--- config.mk ---
export PLATFORM = sky130hd
export DESIGN_NAME = wodo_modred
export DESIGN_NICKNAME = d
export VERILOG_FILES = /design/src/wodo_pkg.sv /design/src/wodo_modred.sv
export SDC_FILE = /design/constraint.sdc
export NUM_CORES = 2
export LEC_CHECK = 0
export CAP_MARGIN = 10
export CORE_ASPECT_RATIO = 1.2
export CORE_UTILIZATION = 25
export CTS_CLUSTER_SIZE = 16
export DETAILED_ROUTE_END_ITERATION = 10
export DONT_BUFFER_PORTS = 1
export SYNTH_ARGS = -nofsm -noshare
export SYNTH_HDL_FRONTEND = slang
export SYNTH_SLANG_ARGS = --single-unit
export TNS_END_PERCENT = 30
--- constraint.sdc ---
create_clock -name aclk -period 4.2 [get_ports aclk]
set_input_delay 0.42 -clock aclk [delete_from_list [all_inputs] [get_ports aclk]]
set_output_delay 0.42 -clock aclk [all_outputs]
set_load 0.02 [all_outputs]
--- src/wodo_pkg.sv ---
// Shared widths, constants, result types and helper functions for the wheel odometry block.
// All modules but wodo_checker import this package; it depends on nothing else.
package wodo_pkg;

    // Port widths.
    localparam int ANG_W       = 32;
    localparam int CFG_W       = 24;
    localparam int PADDR_W     = 3;
    localparam int PDATA_W     = 32;
    localparam int S_TDATA_W   = 64;
    localparam int M_TDATA_W   = 96;
    localparam int OUT_W       = 32;
    localparam int MAG_W       = 31;

    // Internal datapath widths.
    localparam int SUM_W       = ANG_W + 1;
    localparam int PROD_W      = SUM_W + CFG_W + 1;
    localparam int FRAC_W      = 16;
    localparam int DIST_W      = PROD_W - FRAC_W;
    localparam int RED_W       = 58;
    localparam int HEAD_W      = 35;
    localparam int Z_W         = 34;
    localparam int GUARD       = 8;
    localparam int XY_W        = 51;
    localparam int RND_W       = XY_W - GUARD;
    localparam int GAIN_W      = 30;
    localparam int DL_W        = 21;
    localparam int DH_W        = DIST_W - DL_W;
    localparam int PH_W        = DH_W + GAIN_W + 1;
    localparam int PL_W        = DL_W + GAIN_W;
    localparam int GSUM_W      = PH_W + DL_W;
    localparam int GAIN_SHIFT  = GAIN_W - GUARD;

    localparam int ROUND_HALF  = 32768;
    localparam int GUARD_HALF  = 128;

    // Heading reduction: a bias that is a multiple of 2*pi makes the product
    // non-negative, then one conditional subtract of 2*pi << k per stage.
    localparam logic [RED_W-1:0] TWO_PI_Q32 = 58'd26986075409;
    localparam logic [RED_W-1:0] RED_BIAS   =
        ((58'd1 << 56) / TWO_PI_Q32 + 58'd1) * TWO_PI_Q32;
    localparam int RED_STEPS = 23;

    localparam logic signed [Z_W-1:0] TWO_PI_Q30  = 34'sd6746518852;
    localparam logic signed [Z_W-1:0] PI_Q30      = 34'sd3373259426;
    localparam logic signed [Z_W-1:0] HALF_PI_Q30 = 34'sd1686629713;
    localparam logic [GAIN_W-1:0]     GAIN_Q30    = 30'd652032874;

    localparam int CORDIC_STAGES = 16;
    localparam int MAX_STAGES    = 30;
    localparam int CORDIC_N      = (CORDIC_STAGES > MAX_STAGES) ? MAX_STAGES : CORDIC_STAGES;

    // Configuration register indexes, decoded from paddr[2].
    localparam logic REG_HALF_WHEEL_RADIUS = 1'b0;
    localparam logic REG_RADIUS_OVER_TRACK = 1'b1;

    localparam logic [CFG_W-1:0] HWR_RESET = 24'd32768;
    localparam logic [CFG_W-1:0] ROT_RESET = 24'd65536;

    // Distance and heading remainder leaving the front end and the reduction stages.
    typedef struct packed {
        logic signed [DIST_W-1:0] travel;
        logic [RED_W-1:0]         rem;
    } red_t;

    // Rotated vector at guard precision, before rounding.
    typedef struct packed {
        logic signed [XY_W-1:0] x;
        logic signed [XY_W-1:0] y;
        logic [MAG_W-1:0]       mag;
        logic                   mag_sat;
    } vec_t;

    // Finished result beat.
    typedef struct packed {
        logic [MAG_W-1:0]        radius_vector;
        logic signed [OUT_W-1:0] pos_y;
        logic signed [OUT_W-1:0] pos_x;
        logic                    saturated;
    } res_t;

    function automatic logic [RED_W-1:0] red_sub(input int k);
        return TWO_PI_Q32 << k;
    endfunction

    // atan(2^-i) in Q.30, floored.
    function automatic logic signed [Z_W-1:0] atan_q30(input int idx);
        logic signed [Z_W-1:0] r;
        case (idx)
            0: r = 34'sd843314856;
            1: r = 34'sd497837829;
            2: r = 34'sd263043836;
            3: r = 34'sd133525158;
            4: r = 34'sd67021686;
            5: r = 34'sd33543515;
            6: r = 34'sd16775850;
            7: r = 34'sd8388437;
            8: r = 34'sd4194282;
            9: r = 34'sd2097149;
            default: r = Z_W'((64'sd1 <<< (30 - idx)) - 64'sd1);
        endcase
        return r;
    endfunction

endpackage

--- src/wodo_modred.sv ---
// Heading reduction modulo 2*pi: one restoring compare and subtract stage per
// quotient bit, with the distance carried alongside. Uses wodo_pkg.
module wodo_modred (
    input  logic           aclk,
    input  logic           aresetn,
    input  logic           en,
    input  logic           in_valid,
    input  wodo_pkg::red_t in_data,
    output logic           out_valid,
    output wodo_pkg::red_t out_data
);
    import wodo_pkg::*;

    logic [RED_STEPS-1:0] v_reg;
    logic [RED_STEPS-1:0] v_next;
    red_t                 st_reg [RED_STEPS];
    red_t                 st_next [RED_STEPS];
    red_t                 src [RED_STEPS];

    always_comb begin
        v_next = {v_reg[RED_STEPS-2:0], in_valid};
        src[0] = in_data;
        for (int s = 1; s < RED_STEPS; s++) begin
            src[s] = st_reg[s-1];
        end
        // The largest multiple is taken off first.
        for (int s = 0; s < RED_STEPS; s++) begin
            st_next[s] = src[s];
            if (src[s].rem >= red_sub(RED_STEPS - 1 - s)) begin
                st_next[s].rem = src[s].rem - red_sub(RED_STEPS - 1 - s);
            end
        end
    end

    always_ff @(posedge aclk) begin
        if (!aresetn) begin
            v_reg <= '0;
        end else if (en) begin
            v_reg <= v_next;
        end
    end

    always_ff @(posedge aclk) begin
        if (en) begin
            for (int s = 0; s < RED_STEPS; s++) begin
                st_reg[s] <= st_next[s];
            end
        end
    end

    assign out_valid = v_reg[RED_STEPS-1];
    assign out_data  = st_reg[RED_STEPS-1];

endmodule

**Word level (Yosys, flattened, before mapping)**

Memory sizes are Yosys's and may differ from the RTL's.
Cells that the tools add are included.

- Bits in registers: 23
- RAM bits: 2300
- Bits of input ports: 104
- Output and inout bits: 101
- Word-level logic and storage cells: 73
- Memories kept: 1

- Add/subtract/negate cells: 23
- Magnitude comparators: 23
- Mux-type cells: 25

Memories:

| name | depth | bits a word | read ports | clocked after memory_dff | write ports | line | source |
|---|---|---|---|---|---|---|---|
| st_reg | 23 | 100 | 23 | 0 | 23 | wodo_modred.sv:16 | `red_t st_reg [RED_STEPS];` |

Operators with widths:

| kind | count |
|---|---|
| 2-to-1 mux 58 bit | 23 |
| greater-or-equal comparator 58 x 35 -> 1 bit, second input constant | 1 |
| greater-or-equal comparator 58 x 36 -> 1 bit, second input constant | 1 |
| greater-or-equal comparator 58 x 37 -> 1 bit, second input constant | 1 |
| greater-or-equal comparator 58 x 38 -> 1 bit, second input constant | 1 |
| greater-or-equal comparator 58 x 39 -> 1 bit, second input constant | 1 |
| greater-or-equal comparator 58 x 40 -> 1 bit, second input constant | 1 |
| greater-or-equal comparator 58 x 41 -> 1 bit, second input constant | 1 |
| greater-or-equal comparator 58 x 42 -> 1 bit, second input constant | 1 |
| greater-or-equal comparator 58 x 43 -> 1 bit, second input constant | 1 |
| greater-or-equal comparator 58 x 44 -> 1 bit, second input constant | 1 |
| greater-or-equal comparator 58 x 45 -> 1 bit, second input constant | 1 |
| greater-or-equal comparator 58 x 46 -> 1 bit, second input constant | 1 |
| greater-or-equal comparator 58 x 47 -> 1 bit, second input constant | 1 |
| greater-or-equal comparator 58 x 48 -> 1 bit, second input constant | 1 |
| greater-or-equal comparator 58 x 49 -> 1 bit, second input constant | 1 |
| greater-or-equal comparator 58 x 50 -> 1 bit, second input constant | 1 |
| greater-or-equal comparator 58 x 51 -> 1 bit, second input constant | 1 |
| greater-or-equal comparator 58 x 52 -> 1 bit, second input constant | 1 |
| greater-or-equal comparator 58 x 53 -> 1 bit, second input constant | 1 |
| greater-or-equal comparator 58 x 54 -> 1 bit, second input constant | 1 |
| greater-or-equal comparator 58 x 55 -> 1 bit, second input constant | 1 |
| greater-or-equal comparator 58 x 56 -> 1 bit, second input constant | 1 |
| greater-or-equal comparator 58 x 57 -> 1 bit, second input constant | 1 |
| 24 further kinds | 25 |

**Logic depth before layout (Yosys ltp)**

- Depth after elaboration: 2
- Depth in mapped cells: 12

**Worst setup path after synthesis**

Ideal clock, no wire load.

- Path kind: register to register
- From: mem st_reg[2][129] (netlist bit)
- To: mem st_reg[2][247] (netlist bit), data pin
- Library setup time: 0.267 ns
- Data arrival time: 2.830 ns
- Required time: 3.933 ns
- Slack: 1.103 ns
- Cell stages (with the launch flop): 10
- Period minus slack after synthesis: 3.097 ns
- Path through: edfxtp_1 buf_6 or3_4 or3_1 or4_4 o31ai_4 nor2_2 or4_4 nor4_2 xor2_1

RTL lines:

| what | line |
|---|---|
| start, declared | wodo_modred.sv:16 |

==> metrics <==
status finished, final reports clean; leading area contributor after synthesis edfxtp_1; GRT Overall Usage 9.77%; CP Data Required Time 4800 ps; DR WL/cell 15.8 um; DP HPWL 138 mm; I/O pin cnt 205; ys flop type edfxtp_1; part of the power in registers 51.7%; Vias 55376; final hold vios 0; FF-to-FF Start st_reg[0][640]; Setup-failing EPs final 0; Reg clk slew, reported paths 60 ps; Final Net Count 7460; drt total wl 201 mm; max-cap violation count 0; Die Y 689 um; Die X-Extent 574 um; min-delay src en; row cnt 251; Finished Core Util 29.6%; CP delay by family, top simple AND/OR/NAND/NOR gates; library cells used by synthesis 92; Num CTS Buffers 264; fmax 0.256 GHz; Sw Ratio 27.6%; Crit Path Max Fanout 16; slew margin rel. 22.3%; clock share of power 33.6%; Critical Path AT 4510 ps; Seq cells post-synth 2323; CP Buf/Inv Count 1; Synth top area share 70.3%; GRT overflow 0; Gate Count Post-Synth 6927; antenna-violating nets left 0; synthesis-to-finish area growth 17.4%; slew of the pin with the lowest slew margin 1160 ps; Setup crit start st_reg[0][640]; flip-flop count of the largest register after layout 2300; Int Power 0.0477 W; top cells by area, synth edfxtp_1 (70%), xnor2_1 (5.1%), xor2_1 (4.1%); first-pass GRT wire length 310 mm; register area share after synthesis 70.8%; Slew Limit Fails 0; Fillers 38608; Vias/cell 4.36; clock tree buffer depth 4; largest net degree at the start of global routing 230; clk sinks 2323; syn_nets 7066; crit path time final 3910 ps; pwr/cell area 571 nW/um^2; syn_area_per_cell 14.2 um^2; placed cells 12110; Leak Pwr 38.5 nW; worst-case clock skew 45.6 ps; vias in the first global route 57649; Final Non-Filler Cells 12715; number of synthesized flops with an enable pin 2300; die area 396000 um^2; top-count cell post-synth edfxtp_1; Cell Chain, Critical Path or4_1 -> or4_1 -> nor4_1 -> a21oi_1 -> o211a_1 -> o21a_1 -> buf_4 -> nor4_1 -> xor2_1; CP Capture Type register; PortBufs 0; hold crit path type in -> reg; slowest CP cell or4_1; DRC violations left 0; CTS tree done; DRT Pass-1 Iters 5; core area 390000 um^2; Crit Path Class reg -> reg; Post-synth top cells edfxtp_1 (2300), xnor2_1 (575), nand2_1 (562); CTS root buffer clkbuf_16; mapped cell area 98300 um^2; Psw 0.0181 W; Final period util 93.2%; Post-synth ARST share 0%; htree depth 5; CP peak stage delay 760 ps; DR iter-0 viols 2823; GPL Wtd Cong 0.969; worst skew pair latency 860 ps; YS warnings 0; CP startpoint kind register; worst vdd ir 333 uV; fraction of layout cells with a size suffix above 1 8.20%; initial antenna violation count 4; Initial Util 25.2%; unrepaired setup endpoints after global routing no; Comb pwr share 14.7%
-- layout by cell type, fill, tap and decap left out, drive strengths merged, types with 48 or more instances in the layout --
cell,count
nor2,535
or3,66
or4,69
nor2b,48
nand2,562
inv,141
o21ai,177
or2,48
clkbuf,327
buf,134
a211oi,50
xnor2,575
and3,49
nor3,227
a21oi,234
nand3,174
xor2,465
nand2b,62
nor4,201
edfxtp,2300
clkinv,101
nand4,110
dlygate4sd3,122
-- cells by family (layout without fill, tap and decap cells) --
kind of cell               count (synthesis)  count (layout)  synth area share, %
xor gates and xnor gates                1040            1040                 9.27
other                                      0               4                    0
and+or+nand+nor                         2375            2375                 12.4
buffers and inverters                    260             858                 1.02
AOI/OAI and AO/OA                        864             864                 5.82
DFF                                     2323            2323                 70.8
muxes                                     30              30                0.311
adders and majority gates                 35              35                0.446
-- path summary, 6_finish.rpt --
kind | to | slack [ps] | cells after the start
max | st_reg[0][722] | 290 | 9
min | st_reg[2][671] | 80 | 1
max reg2reg | st_reg[0][722] | 290 | 9
min reg2reg | st_reg[1][173] | 380 | 0
-- routing by layer --
| metal | up-vias | share of wire (%) | track usage, % |
|---|---|---|---|
| li1 | 27029 | - | - |
| met1 | 26380 | 35 | 8.96 |
| met2 | 1320 | 55 | 19.5 |
| met3 | 645 | 3.8 | 1.78 |
| met4 | 2 | 6.4 | 6.25 |
| met5 | - | 0.0085 | 0 |
-- power by group through the flow --
stage	clock, W	combinational (W)	sequential [W]
after global routing	0.0238	0.0107	0.0345
after detailed placement	0	0.00952	0.0345
after floorplan	0	0.00714	0.0331
final	0.0221	0.00969	0.0340
after CTS	0.0230	0.00974	0.0340
after global placement	0	0.00932	0.0343
-- worst reg2reg max path, stage by stage (launching register included) --
cell and delay (ps):
edfxtp_1 450, or4_1 760, or4_1 540, nor4_1 520, a21oi_1 230, o211a_1 310
o21a_1 170, buf_4 220, nor4_1 320, xor2_1 130
-- metrics by stage --
step	cell area (um^2)	hold WS (ps)	TNS (ps)	power [W]	setup slack, ps
2_1_floorplan	98300	400	0	0.0402	1100
4_1_cts	115000	0.243	0	0.0667	72.9
6_report	115000	83.6	0	0.0659	287
3_3_place_gp	105000	400	-1843200	0.0437	-3260
5_1_grt	115000	59.4	0	0.0690	142
3_5_place_dp	105000	405	-2049620	0.0440	-3510
-- layout make-up --
class	instances	area [um^2]	share of cell area, %
sequential	2323	69500	60.3
clock buffer	326	7040	6.10
clock inverter	144	1330	1.15
antenna	4	10.0	0.00868
multi-input combinational	4344	27800	24.1
inverter	125	469	0.407
tap	5186	6490	5.62
timing repair buffer	263	2710	2.34
-- timing repair --
item                                    in CTS  in global routing
cloned                                       7                  1
hold buffers                               123                  0
endpoints found under the hold margin      269                  0
setup buffers                                0                  0
endpoints found under the setup margin     771                120
resized for setup                            0                  1
Power figures use the tool's default switching activity.
