File: config.mk
export PLATFORM = sky130hd
export DESIGN_NAME = wodo_out
export DESIGN_NICKNAME = d
export VERILOG_FILES = /design/src/wodo_pkg.sv /design/src/wodo_out.sv
export SDC_FILE = /design/constraint.sdc
export NUM_CORES = 1
export LEC_CHECK = 0
export BUFFER_PORTS_ARGS = -buffer_cell sky130_fd_sc_hd__buf_2
export CAP_MARGIN = 20
export CORE_AREA = 2 2 143 145
export DETAILED_ROUTE_END_ITERATION = 8
export DIE_AREA = 0 0 145 147
export PLACE_DENSITY = 0.76
export SKIP_LAST_GASP = 1
export SLEW_MARGIN = 15
export SYNTH_ARGS = -nofsm -noshare
export SYNTH_HDL_FRONTEND = slang
export SYNTH_SLANG_ARGS = --single-unit
File: constraint.sdc
create_clock -name aclk -period 8.8 [get_ports aclk]
set_input_delay 0.44 -clock aclk [delete_from_list [all_inputs] [get_ports aclk]]
set_output_delay 0.44 -clock aclk [all_outputs]
set_load 0.02 [all_outputs]
File: src/wodo_pkg.sv
// Shared widths, constants, result types and helper functions for the wheel odometry block.
// All modules but wodo_checker import this package; it depends on nothing else.
package wodo_pkg;

    // Port widths.
    localparam int ANG_W       = 32;
    localparam int CFG_W       = 24;
    localparam int PADDR_W     = 3;
    localparam int PDATA_W     = 32;
    localparam int S_TDATA_W   = 64;
    localparam int M_TDATA_W   = 96;
    localparam int OUT_W       = 32;
    localparam int MAG_W       = 31;

    // Internal datapath widths.
    localparam int SUM_W       = ANG_W + 1;
    localparam int PROD_W      = SUM_W + CFG_W + 1;
    localparam int FRAC_W      = 16;
    localparam int DIST_W      = PROD_W - FRAC_W;
    localparam int RED_W       = 58;
    localparam int HEAD_W      = 35;
    localparam int Z_W         = 34;
    localparam int GUARD       = 8;
    localparam int XY_W        = 51;
    localparam int RND_W       = XY_W - GUARD;
    localparam int GAIN_W      = 30;
    localparam int DL_W        = 21;
    localparam int DH_W        = DIST_W - DL_W;
    localparam int PH_W        = DH_W + GAIN_W + 1;
    localparam int PL_W        = DL_W + GAIN_W;
    localparam int GSUM_W      = PH_W + DL_W;
    localparam int GAIN_SHIFT  = GAIN_W - GUARD;

    localparam int ROUND_HALF  = 32768;
    localparam int GUARD_HALF  = 128;

    // Heading reduction: a bias that is a multiple of 2*pi makes the product
    // non-negative, then one conditional subtract of 2*pi << k per stage.
    localparam logic [RED_W-1:0] TWO_PI_Q32 = 58'd26986075409;
    localparam logic [RED_W-1:0] RED_BIAS   =
        ((58'd1 << 56) / TWO_PI_Q32 + 58'd1) * TWO_PI_Q32;
    localparam int RED_STEPS = 23;

    localparam logic signed [Z_W-1:0] TWO_PI_Q30  = 34'sd6746518852;
    localparam logic signed [Z_W-1:0] PI_Q30      = 34'sd3373259426;
    localparam logic signed [Z_W-1:0] HALF_PI_Q30 = 34'sd1686629713;
    localparam logic [GAIN_W-1:0]     GAIN_Q30    = 30'd652032874;

    localparam int CORDIC_STAGES = 16;
    localparam int MAX_STAGES    = 30;
    localparam int CORDIC_N      = (CORDIC_STAGES > MAX_STAGES) ? MAX_STAGES : CORDIC_STAGES;

    // Configuration register indexes, decoded from paddr[2].
    localparam logic REG_HALF_WHEEL_RADIUS = 1'b0;
    localparam logic REG_RADIUS_OVER_TRACK = 1'b1;

    localparam logic [CFG_W-1:0] HWR_RESET = 24'd32768;
    localparam logic [CFG_W-1:0] ROT_RESET = 24'd65536;

    // Distance and heading remainder leaving the front end and the reduction stages.
    typedef struct packed {
        logic signed [DIST_W-1:0] travel;
        logic [RED_W-1:0]         rem;
    } red_t;

    // Rotated vector at guard precision, before rounding.
    typedef struct packed {
        logic signed [XY_W-1:0] x;
        logic signed [XY_W-1:0] y;
        logic [MAG_W-1:0]       mag;
        logic                   mag_sat;
    } vec_t;

    // Finished result beat.
    typedef struct packed {
        logic [MAG_W-1:0]        radius_vector;
        logic signed [OUT_W-1:0] pos_y;
        logic signed [OUT_W-1:0] pos_x;
        logic                    saturated;
    } res_t;

    function automatic logic [RED_W-1:0] red_sub(input int k);
        return TWO_PI_Q32 << k;
    endfunction

    // atan(2^-i) in Q.30, floored.
    function automatic logic signed [Z_W-1:0] atan_q30(input int idx);
        logic signed [Z_W-1:0] r;
        case (idx)
            0: r = 34'sd843314856;
            1: r = 34'sd497837829;
            2: r = 34'sd263043836;
            3: r = 34'sd133525158;
            4: r = 34'sd67021686;
            5: r = 34'sd33543515;
            6: r = 34'sd16775850;
            7: r = 34'sd8388437;
            8: r = 34'sd4194282;
            9: r = 34'sd2097149;
            default: r = Z_W'((64'sd1 <<< (30 - idx)) - 64'sd1);
        endcase
        return r;
    endfunction

endpackage

File: src/wodo_out.sv
// Output stage: rounding and saturation to Q16.16, the output register and a
// one-beat skid register that sets the pipeline enable. Uses wodo_pkg.
module wodo_out (
    input  logic           aclk,
    input  logic           aresetn,
    input  logic           in_valid,
    input  wodo_pkg::vec_t in_data,
    input  logic           m_ready,
    output logic           en,
    output logic           m_valid,
    output wodo_pkg::res_t m_data
);
    import wodo_pkg::*;

    logic signed [RND_W-1:0] xr;
    logic signed [RND_W-1:0] yr;
    logic                    x_hi;
    logic                    x_lo;
    logic                    y_hi;
    logic                    y_lo;
    res_t                    res;
    logic                    out_valid_reg;
    logic                    out_valid_next;
    res_t                    out_reg;
    res_t                    out_next;
    logic                    skid_valid_reg;
    logic                    skid_valid_next;
    res_t                    skid_reg;
    res_t                    skid_next;

    always_comb begin
        xr   = RND_W'((in_data.x + XY_W'(GUARD_HALF)) >>> GUARD);
        yr   = RND_W'((in_data.y + XY_W'(GUARD_HALF)) >>> GUARD);
        x_hi = xr > RND_W'(64'sh7FFFFFFF);
        x_lo = xr < -RND_W'(64'sh80000000);
        y_hi = yr > RND_W'(64'sh7FFFFFFF);
        y_lo = yr < -RND_W'(64'sh80000000);
        res.pos_x = x_hi ? 32'sh7FFFFFFF : (x_lo ? 32'sh80000000 : xr[OUT_W-1:0]);
        res.pos_y = y_hi ? 32'sh7FFFFFFF : (y_lo ? 32'sh80000000 : yr[OUT_W-1:0]);
        res.radius_vector = in_data.mag;
        res.saturated     = x_hi | x_lo | y_hi | y_lo | in_data.mag_sat;
    end

    // The pipeline runs while the skid register is free, so one more beat can
    // always land there when the receiver stalls.
    always_comb begin
        out_valid_next  = out_valid_reg;
        out_next        = out_reg;
        skid_valid_next = skid_valid_reg;
        skid_next       = skid_reg;
        if (skid_valid_reg) begin
            if (m_ready) begin
                out_next        = skid_reg;
                skid_valid_next = 1'b0;
            end
        end else if (!out_valid_reg || m_ready) begin
            out_valid_next = in_valid;
            out_next       = res;
        end else if (in_valid) begin
            skid_valid_next = 1'b1;
            skid_next       = res;
        end
    end

    always_ff @(posedge aclk) begin
        if (!aresetn) begin
            out_valid_reg  <= 1'b0;
            skid_valid_reg <= 1'b0;
        end else begin
            out_valid_reg  <= out_valid_next;
            skid_valid_reg <= skid_valid_next;
        end
    end

    always_ff @(posedge aclk) begin
        out_reg  <= out_next;
        skid_reg <= skid_next;
    end

    assign en      = !skid_valid_reg;
    assign m_valid = out_valid_reg;
    assign m_data  = out_reg;

endmodule

[Yosys cells after proc, flatten, opt, wreduce, memory -nomap -nowiden]
Cells that the tools add are included.
Operators by class
  $add $sub $neg: 2
  multipliers: 0
  divide/modulo/power cells: 0
  order comparisons: 4
  eq/ne operators: 1
  shift operators: 0
  mux-type cells: 11
  bitwise gates (word level): 6
  reductions and logical operators: 7
Operators with widths (count)
  2-to-1 mux 96 bit: 3
  2-to-1 mux 32 bit: 4
  adder 51 x 9 -> 51 bit (second input constant): 2
  > comparator 43 x 32 -> 1 bit (second input constant): 2
  less-than comparator 43 x 32 -> 1 bit (second input constant): 2
  2-to-1 mux 1 bit: 4
  bitwise OR 1 bit: 4
  AND reduction 2 bit: 2
  AND reduction 3 bit: 1
  logical NOT 1 bit: 2
  != test 2 bit (second input constant): 1
  inverter 1 bit: 2
  nonzero test 2 bit: 1
  logical OR 1 bit: 1
Word-level totals
  flip-flop bits (word level): 194
  bits in latches: 0
  RAM bits: 0
  memory bits (read-only): 0
  input bits: 138
  output and inout port bits: 98
  word-level logic and storage cells: 41
  memories kept: 0

[Depth between registers and ports, before layout]
Gate-level depths: netlist of the first run.
  word-level depth: 8
  mapped depth: 12
  mapped depth without buffers: 9

[Least setup slack after synthesis of the first run]
OpenSTA, ideal clock, no wires.
  path type: register to register
  start point: reg skid_valid_reg
  end point: reg out_reg, in the netlist m_data[0] (enable)
  library setup time: 684 ps
  data arrival time: 7460 ps
  required time: 8116 ps
  setup slack: 656 ps
  cell stages (with the launch flop): 4
  buffers on the path: 2
  clock period less this slack: 8144 ps
  cells stage by stage: dfxtp_1 -> clkbuf_1 -> clkbuf_1 -> o21ai_0
On the way
  longest elaborated chain between the ends: 2
  elaborated cells between the ends (all ways): 3
  classes of those cells: 1 x eq/ne; 2 x reduce/logical
Ends and longest elaborated chain
  from (decl): line wodo_out.sv:26  | logic skid_valid_reg;
  from (signal assigned): line wodo_out.sv:71  | skid_valid_reg <= skid_valid_next;
  != test 2 bit (no source line) / nonzero test 2 bit (equally long branches)
  AND reduction 2 bit (no source line) (*)
  to (signal assigned): line wodo_out.sv:76  | out_reg <= out_next;
  to (decl): line wodo_out.sv:24  | res_t out_reg;
Mark *: on every way between the ends. The rest lies on a longest branch, timed or not.
A chain may end at the register's enable or synchronous reset.

==> results of run 1 <==
layout make-up:
| type | count | area (µm²) |
|---|---|---|
| well taps | 270 | 338 |
| multi-input cells | 467 | 3590 |
| inverters | 12 | 45.0 |
| clock inverters | 15 | 209 |
| flip-flops and latches | 194 | 5810 |
| repair buffers | 233 | 1200 |
| clock buffers | 17 | 425 |
| diodes | 1 | 2.50 |
| fillers | 1626 | 8230 |
layer usage:
metal | vias up | GRT usage
met5 | - | 0
met4 | 0 | 0.0881
met3 | 35 | 0.0422
met2 | 223 | 0.332
met1 | 3145 | 0.253
li1 | 3171 | -
worst max-delay path, stage by stage:
cell and delay, ns:
buf_2 0.13, nand3_1 0.14, or2_1 0.32, or4_1 0.51
or4_1 0.51, xor2_1 0.24, a41oi_4 0.24, buf_4 0.48
o21ai_1 0.19, mux2_2 0.30
cell families (layout without fill, tap and decap cells):
| logic type | after synthesis | count (layout) |
|---|---|---|
| simple gates | 205 | 205 |
| flops | 194 | 194 |
| mux | 99 | 99 |
| compound gates | 91 | 91 |
| xor+xnor | 70 | 70 |
| buf+inv | 42 | 277 |
| fa+ha+maj | 2 | 2 |
| other cells | 0 | 1 |
power by group:
part | switching, mW | internal (mW) | leakage [nW]
Combinational | 0.166 | 0.0999 | 1.95
Clock | 0.375 | 0.437 | 0.301
Sequential | 0.0129 | 1.08 | 1.85
placed cells by master (no fill, tap or decap), drive strengths merged, types with 2 or more instances in the layout:
master / instances
clkinv: 5
and3: 16
o31ai: 3
inv: 18
or2: 5
mux2: 98
nand4: 31
bufinv: 2
clkbuf: 17
nor4: 10
clkinvlp: 2
dfxtp: 2
buf: 233
nor2b: 2
xor2: 42
edfxtp: 192
nor3: 12
or4: 6
and2: 5
a21oi: 6
ha: 2
nand3: 40
nand2: 33
and4: 11
o21ai: 69
xnor2: 28
nor2: 28
final timing paths:
| check | slack (ns) | from | endpoint |
|---|---|---|---|
| min | 0.19 | in_data[29] | skid_reg[93] |
| max | 5.44 | in_data[92] | m_data[2] |
| min reg2reg | 0.55 | skid_reg[78] | m_data[78] |
| max reg2reg | 6.26 | skid_valid_reg | m_data[11] |
through the flow:
stage | cells | utilization | area [µm²] | power, mW
after global placement | 1175 | 0.553 | 11000 | 1.37
final | 1209 | 0.585 | 11600 | 2.17
after floorplan | 703 | - | 9570 | 1.27
after detailed placement | 1176 | 0.553 | 11000 | 1.38
after CTS | 1208 | 0.585 | 11600 | 2.19
after global routing | 1208 | 0.585 | 11600 | 2.24
==> flow_metrics.py, run 1 <==
metrics = {
    "clocking": {
        "post_cts_resize_count": 0,
        "insertion_delay_ns": 0.44,
        "cts.reportedPaths.clkPinSlew_ns": 0.08,
        "clock_sink_count": 194,
        "tritoncts": "built",
        "root_buffer": "clkbuf_16",
        "cts_hold_buffers": 0,
        "cts_made_buffers": 17,
        "h-tree-depth": 4,
        "cts_post_setup_buffers_inserted": 0,
        "clock_tree.buffer_depth": 2,
    },
    "worst_setup_path": {
        "critPathKind": "in2reg",
        "critical_path_peak_fanout": 31,
        "start_kind": "primary input",
        "worstPathArrival_ns": 3.54,
        "timing.critical_path.to_type": "flop",
        "reg2regPathDepth": 3,
        "worst_ep_required_time_ns": 8.98,
    },
    "power": {
        "power.density_cell_area_nw_per_um2": 187,
        "power.static_leakage_nw": 4.10,
        "irDropWorstVdd_uv": 111,
    },
    "route": {
        "firstDrtPassIters": 5,
        "dr_wl_met2_um": 10300,
        "met1Wirelength_um": 9080,
        "wl_met3_um": 1250,
        "dr_total_vias": 6574,
        "detail_route.wirelength_um": 21200,
        "final_antenna_net_count": 0,
        "wl_per_cell_um": 17.5,
        "route.detailed.drc": 0,
        "top_layer_used": "met4",
        "detail_route.vias_per_cell": 5.44,
        "first_iter_violations": 436,
    },
    "logic_synthesis": {
        "synth.ff_latch_count": 194,
        "portion_of_netlist_area_occupied_by_mux_cells": 0.116,
        "synth_top_cell_by_area": "edfxtp_1",
        "synth.cells.most_frequent": "192 x edfxtp_1, 97 x mux2_2, 42 x xor2_1",
        "combinational_family_with_the_most_area_after_synthesis": "simple AND/OR/NAND/NOR gates",
        "post_synth_fa_ha_maj_area_fraction": 0.00262,
        "yosys.area_share.simple": 0.120,
        "synthesis.yosys.warnings": 0,
        "synthDominantCellAreaShare": 0.603,
        "synth_most_common_cell": "edfxtp_1",
        "syn_area_um2": 9570,
        "synth.lib_cells_used.distinct": 60,
        "synth_enable_flop_cells": 192,
        "syn-num-nets": 843,
        "synth_xor_xnor_area_share": 0.0641,
        "ys_dominant_reg_cell": "edfxtp_1",
        "synth.yosys.seq_area_share": 0.607,
        "synth-compound-area-share": 0.0681,
        "asyncSetResetFlopFracSynth": 0,
        "syn-instance-count": 703,
        "synth.area.top_cells": "edfxtp_1 60%, mux2_2 11%, xor2_1 3.8%, o21ai_2 2.6%, xnor2_1 2.6%",
        "syn_avg_cell_area_um2": 13.6,
    },
    "timing": {
        "timing.max_slew.rel_slack": 0.399,
        "sum_of_negative_setup_slack_ns": 0,
        "final_min_period_over_clock_period": 0.381,
        "report.final.slew_viol_count": 0,
        "final.setup.worst_slack_ns": 5.44,
        "finalClockSkew_ns": 0.0108,
        "whs_ns": 0.194,
        "finalHoldViolations": 0,
        "tightestPinTransition_ns": 0.901,
        "rsz_0062_raised_after_global_routing": "no",
        "maximum_achievable_frequency_mhz": 298,
        "setup_viol": 0,
        "period_minus_slack_ns": 3.36,
    },
    "min_path": {
        "hold_class": "in2reg",
        "worstHoldPathCells": 1,
    },
    "floorplanning": {
        "fp.dieArea_um2": 21300,
        "die_height_um": 147,
        "die_w_um": 145,
        "std_cell_rows": 52,
        "start_util": 0.482,
        "boundaryPins": 236,
        "core_um2": 19800,
    },
    "layout": {
        "area_growth_pct": 21.4,
        "layout.nets": 1065,
        "layout-drive-gt1-share": 0.432,
    },
    "global_route": {
        "grt_antenna_before_repair": 0,
        "grt_use_total": 0.199,
        "grt_pass1_vias": 6523,
        "globalRouteOverflowTotal": 0,
        "grt_pass1_wl_um": 33700,
        "grt_start_max_net_pins": 62,
    },
    "place": {
        "placement_setup_slack_ns": 5.00,
        "dpl.hpwl_um": 14600,
        "final_estimated_routing_congestion_in_global_placement": 0.841,
        "port_buffers": 221,
    },
    "status": {
        "status": "finished clean",
    },
    "job": {
        "drv.max_cap_violation_count": 0,
    },
}
Note: power is estimated with default switching activity, not from simulation.
==> run 2, diff against run 1 <==
==> constraint.sdc (replaced) <==
create_clock -name aclk -period 2.8 [get_ports aclk]
set_input_delay 0.14 -clock aclk [delete_from_list [all_inputs] [get_ports aclk]]
set_output_delay 0.14 -clock aclk [all_outputs]
set_load 0.02 [all_outputs]
==> run 2 against run 1 <==
First-iteration DRC count is 11% lower. Die area is the same. Routed wire length rose by 7.3%. Largest cell class unchanged. Via count up 6.8%. Critical endpoint is now m_data[0]. Design area is 8.5% higher. Sequential share of layout area shrank 3.9 points. Sequential power rose to 3.1 times the previous value. Utilization is 5.0 points higher. Sequential cell count stayed put. Register-to-register slack got worse by 5.4 ns. Clock power grew to 3.0 times the previous value. Non-clock buffer count grew 114.
==> flow_metrics.py, run 2 (same netlist as run 1, synthesis figures left out) <==
metrics = {
    "min_path": {
        "min_from": "m_ready",
        "hold_class": "in2reg",
    },
    "floorplanning": {
        "fp.dieArea_um2": 21300,
        "std_cell_rows": 52,
        "die_w_um": 145,
        "start_util": 0.482,
        "die_height_um": 147,
        "boundaryPins": 236,
        "core_um2": 19800,
    },
    "layout": {
        "layout-drive-gt1-share": 0.463,
        "mostFrequentLayoutCell": "buf_2",
        "number_of_antenna_repair_diodes": 0,
        "layout.cells.most_common_list": "221 x buf_2, 192 x edfxtp_1, 97 x mux2_2",
        "layout.nets": 1179,
        "filler_cell_count": 1484,
        "final_design_area_no_fill_um2": 12600,
        "finish.cell_count_without_fillers": 1322,
        "area_growth_pct": 31.7,
    },
    "worst_setup_path": {
        "start_kind": "primary input",
        "crit_start": "in_data[93]",
        "crit_path_max_incr_delay_ns": 0.51,
        "worstPathArrival_ns": 2.81,
        "critical_r2r_launch": "skid_valid_reg",
        "critical_path_peak_fanout": 32,
        "worst_ep_required_time_ns": 2.98,
        "cell_type_of_the_slowest_stage_on_the_worst_timing_path": "or4_1",
        "critPathKind": "in2reg",
        "cp_common_cell": "or4_1",
        "critical_path_buf_inv_count": 3,
        "cp_cell_sequence": "buf_2 > nand3_1 > or2_1 > or4_1 > or4_1 > xor2_1 > buf_4 > o31ai_4 > buf_12 > nand4bb_1 > mux2_2",
        "rrSetupSlack_ns": 0.89,
        "timing.critical_path.to_type": "flop",
        "critical_path.top_delay_family": "simple AND/OR/NAND/NOR gates",
    },
    "clocking": {
        "clock_tree.buffer_depth": 2,
        "cts_made_buffers": 17,
        "tritoncts": "built",
        "root_buffer": "clkbuf_16",
        "cts.reportedPaths.clkPinSlew_ns": 0.07,
        "h-tree-depth": 4,
        "clock_sink_count": 194,
        "cts_post_setup_buffers_inserted": 0,
        "insertion_delay_ns": 0.43,
        "post_cts_resize_count": 0,
    },
    "route": {
        "final_antenna_net_count": 0,
        "detail_route.vias_per_cell": 5.31,
        "dr_total_vias": 7023,
        "detail_route.wirelength_um": 22800,
        "route.detailed.drc": 0,
        "first_iter_violations": 389,
        "wl_per_cell_um": 17.2,
        "firstDrtPassIters": 5,
    },
    "global_route": {
        "grt_pass1_wl_um": 36300,
        "grt_antenna_before_repair": 1,
        "grt_pass1_vias": 7106,
        "grt_use_total": 0.215,
        "globalRouteOverflowTotal": 0,
        "grt_start_max_net_pins": 97,
    },
    "job": {
        "drv.max_cap_violation_count": 0,
    },
    "timing": {
        "sum_of_negative_setup_slack_ns": 0,
        "rsz_0062_raised_after_global_routing": "no",
        "setup_viol": 0,
        "report.final.slew_viol_count": 0,
        "period_minus_slack_ns": 2.63,
        "maximum_achievable_frequency_mhz": 380,
        "final_min_period_over_clock_period": 0.941,
        "finalHoldViolations": 0,
        "timing.max_slew.rel_slack": 0.611,
        "tightestPinTransition_ns": 0.584,
        "finalClockSkew_ns": 0.00908,
        "whs_ns": 0.0387,
    },
    "place": {
        "port_buffers": 221,
        "place.detailed.instances": 1257,
        "placed_inst_area_um2": 11700,
        "final_estimated_routing_congestion_in_global_placement": 0.839,
        "dpl.hpwl_um": 15800,
    },
    "power": {
        "irDropWorstVdd_uv": 407,
        "swShare": 0.263,
        "power.static_leakage_nw": 4.63,
        "power.share.sequential": 0.504,
        "power.density_cell_area_nw_per_um2": 540,
        "p_int_mw": 5.01,
        "p_comb_frac": 0.140,
        "pwr-share-clk": 0.356,
        "power.switching_mw": 1.79,
        "fin_total_pwr_mw": 6.80,
    },
    "status": {
        "status": "finished clean",
    },
}
run 2: through the flow:
step,utilization,worst slack (ns)
global route,0.635,0.0471
global placement,0.588,-0.176
finish,0.635,0.165
CTS,0.635,0.185
floorplan,-,-0.546
detailed placement,0.588,-0.270
run 2: cell type report:
class / count / area, µm² / area share
sequential: 194 / 5810 / 0.461
multi-input combinational: 467 / 3590 / 0.285
timing repair buffer: 347 / 2210 / 0.175
clock buffer: 18 / 439 / 0.0349
tap: 270 / 338 / 0.0268
clock inverter: 14 / 164 / 0.0130
inverter: 12 / 45.0 / 0.00358
run 2: path summary, 6_finish.rpt:
| path | to | cells after the start |
|---|---|---|
| worst max-delay path | m_data[0] | 11 |
| worst min-delay path | skid_valid_reg | 4 |
| worst max register to register | m_data[58] | 3 |
| worst min register to register | m_valid | 2 |
run 2: worst register-to-register path, stage by stage, from the launching register on:
cell	delay (ns)
dfxtp_2	0.46
inv_2	0.45
buf_4	0.36
mux2_2	0.38
run 2: power by group through the flow:
stage / combinational [mW] / sequential, mW / clock, mW
2_1_floorplan: 0.328 / 3.66 / 0
6_report: 0.951 / 3.43 / 2.42
3_5_place_dp: 0.914 / 3.49 / 0
4_1_cts: 0.953 / 3.43 / 2.48
3_3_place_gp: 0.899 / 3.49 / 0
5_1_grt: 1.02 / 3.44 / 2.57
run 2: layer usage:
metal | share of wire | track usage
met4 | 0.020 | 0.0837
met2 | 0.50 | 0.364
met5 | 0.00057 | 0
met1 | 0.43 | 0.278
met3 | 0.051 | 0.0385
run 2: what timing repair did:
action	CTS	global route
hold endpoints to repair	33	0
hold buffers	33	0
endpoints found under the setup margin	0	0
==> run 3, diff against run 2 <==
--- a/config.mk
+++ b/config.mk
@@ -7,10 +7,12 @@
 export LEC_CHECK = 0
 export BUFFER_PORTS_ARGS = -buffer_cell sky130_fd_sc_hd__buf_2
 export CAP_MARGIN = 20
-export CORE_AREA = 2 2 143 145
+export CELL_PAD_IN_SITES_DETAIL_PLACEMENT = 1
+export CELL_PAD_IN_SITES_GLOBAL_PLACEMENT = 1
+export CORE_AREA = 2 2 160 162
 export DETAILED_ROUTE_END_ITERATION = 8
-export DIE_AREA = 0 0 145 147
-export PLACE_DENSITY = 0.76
+export DIE_AREA = 0 0 162 164
+export PLACE_DENSITY_LB_ADDON = 0.1
 export SKIP_LAST_GASP = 1
 export SLEW_MARGIN = 15
 export SYNTH_ARGS = -nofsm -noshare
==> run 3 against run 2 <==
Sequential power about the same. Die area up 25%. Maximum frequency is 0.90% higher. Clock skew up 0.0027 ns. Sequential share of layout area down 1.4 points. Critical path depth rose by 2. Non-clock buffer count increased by 35. Via count is 1.4% higher. Sequential cell count stayed put. Routed wire length rose by 16%. Global-route usage shrank 1.4 points. Critical path type unchanged.
==> flow_metrics.py, run 3 (same netlist as run 1, synthesis figures left out) <==
metrics = {
    "status": {
        "status": "finished clean",
    },
    "route": {
        "dr_total_vias": 7123,
        "detail_route.wirelength_um": 26300,
        "detail_route.vias_per_cell": 5.02,
        "route.detailed.drc": 0,
        "wl_per_cell_um": 18.6,
        "final_antenna_net_count": 0,
        "firstDrtPassIters": 4,
        "first_iter_violations": 345,
    },
    "place": {
        "port_buffers": 221,
        "dpl.hpwl_um": 19400,
        "place.detailed.instances": 1347,
        "placement_setup_slack_ns": -0.386,
        "final_estimated_routing_congestion_in_global_placement": 0.853,
    },
    "power": {
        "power.switching_mw": 1.86,
        "pwr-share-clk": 0.358,
        "p_comb_frac": 0.147,
        "p_int_mw": 5.06,
        "power.share.sequential": 0.496,
        "fin_total_pwr_mw": 6.92,
        "power.density_cell_area_nw_per_um2": 533,
        "power.static_leakage_nw": 4.83,
        "irDropWorstVdd_uv": 392,
        "swShare": 0.269,
    },
    "timing": {
        "tightestPinTransition_ns": 0.421,
        "timing.max_slew.rel_slack": 0.719,
        "report.final.slew_viol_count": 0,
        "whs_ns": 0.0540,
        "maximum_achievable_frequency_mhz": 383,
        "finalHoldViolations": 0,
        "rsz_0062_raised_after_global_routing": "no",
        "period_minus_slack_ns": 2.61,
        "final_min_period_over_clock_period": 0.933,
        "finalClockSkew_ns": 0.0118,
        "final.setup.worst_slack_ns": 0.189,
        "setup_viol": 0,
    },
    "global_route": {
        "globalRouteOverflowTotal": 0,
        "grt_pass1_vias": 7697,
        "grt_start_max_net_pins": 69,
        "grt_antenna_before_repair": 1,
        "grt_pass1_wl_um": 41600,
        "grt_use_total": 0.201,
    },
    "clocking": {
        "clock_tree.buffer_depth": 2,
        "clock_sink_count": 194,
        "insertion_delay_ns": 0.43,
        "h-tree-depth": 4,
        "cts_made_buffers": 17,
        "root_buffer": "clkbuf_16",
        "cts.reportedPaths.clkPinSlew_ns": 0.08,
        "tritoncts": "built",
    },
    "layout": {
        "layout.cells.most_common_list": "222 x buf_2, 192 x edfxtp_1, 119 x buf_4",
        "mostFrequentLayoutCell": "buf_2",
        "finish.cell_count_without_fillers": 1418,
        "layout.nets": 1214,
        "area_growth_pct": 35.8,
        "layout-drive-gt1-share": 0.482,
    },
    "floorplanning": {
        "boundaryPins": 236,
        "die_height_um": 164,
        "start_util": 0.385,
        "core_um2": 24800,
        "die_w_um": 162,
        "std_cell_rows": 58,
        "fp.dieArea_um2": 26600,
    },
    "worst_setup_path": {
        "cell_type_of_the_slowest_stage_on_the_worst_timing_path": "or4_1",
        "rrSetupSlack_ns": 1.19,
        "cp_cell_sequence": "buf_2 > buf_4 > ha_1 > nand4_1 > nor4_4 > buf_4 > nand2_1 > or4_1 > nand3_1 > a41oi_4 > buf_2 > nand4bb_1 > mux2_2",
        "crit_path_max_incr_delay_ns": 0.43,
        "critPathKind": "in2reg",
        "timing.critical_path.to_type": "flop",
        "critical_path_peak_fanout": 7,
        "worstPathArrival_ns": 2.80,
        "worst_ep_required_time_ns": 2.98,
        "start_kind": "primary input",
    },
    "job": {
        "drv.max_cap_violation_count": 0,
    },
    "min_path": {
        "hold_class": "in2reg",
    },
}
[run 3: cell types whose count changed in the layout (fill, tap and decap cells not counted), moves of 2 or more]
cell / change
buf_4: +32
clkinvlp_4: -3
nor4_1: -2
nor4_2: +2
buf_12: +2
[run 3: final cells by class]
cell class	count	area, µm²
Antenna cell	1	2.50
Clock inverter	14	180
Fill cell	2646	11800
Multi-Input combinational cell	467	3600
Sequential cell	194	5810
Timing Repair Buffer	382	2490
Tap cell	330	413
Inverter	12	45.0
Clock buffer	18	439
[run 3: worst max-delay path, delay by kind of cell]
family | cells | cell delay (ns)
adders and majority gates | 1 | 0.16
and+or+nand+nor | 6 | 1.41
muxes | 1 | 0.28
buffers and inverters | 4 | 0.63
AOI/OAI and AO/OA | 1 | 0.16
[run 3: layer usage]
metal	global-route usage	routed length (µm)	part of all wire
met1	0.253	11500	0.44
met2	0.352	13200	0.50
met3	0.0371	1150	0.044
met4	0.0619	511	0.019
met5	0	0	0
[run 3: stage by stage]
stage          area, µm²  setup TNS (ns)  utilization
4_1_cts            12900               0        0.521
2_1_floorplan       9620          -52.43            -
6_report           13000               0        0.523
3_5_place_dp       12000          -18.26        0.483
3_3_place_gp       12000          -10.67        0.483
5_1_grt            13000               0        0.523
[run 3: power groups by stage]
stage	logic, mW	registers (mW)	clock network (mW)
floorplan	0.328	3.66	0
global placement	0.951	3.49	0
detailed placement	0.973	3.50	0
CTS	1.01	3.43	2.56
global route	1.09	3.45	2.66
finish	1.01	3.43	2.48
[run 3: timing repair]
item / 4_1_cts / 5_1_grt
setup buffers: 0 / 5
hold buffers: 33 / 0
resized for setup: 0 / 3
endpoints found under the setup margin: 0 / 30
endpoints found under the hold margin: 33 / 0
[run 3: path summary, 6_finish.rpt]
check / depth (start not counted) / startpoint / to
setup / recovery: 13 / in_data[90] / m_data[0]
hold / removal: 4 / m_ready / skid_valid_reg
setup reg to reg: 3 / skid_valid_reg / m_data[31]
hold reg to reg: 1 / skid_reg[78] / m_data[78]
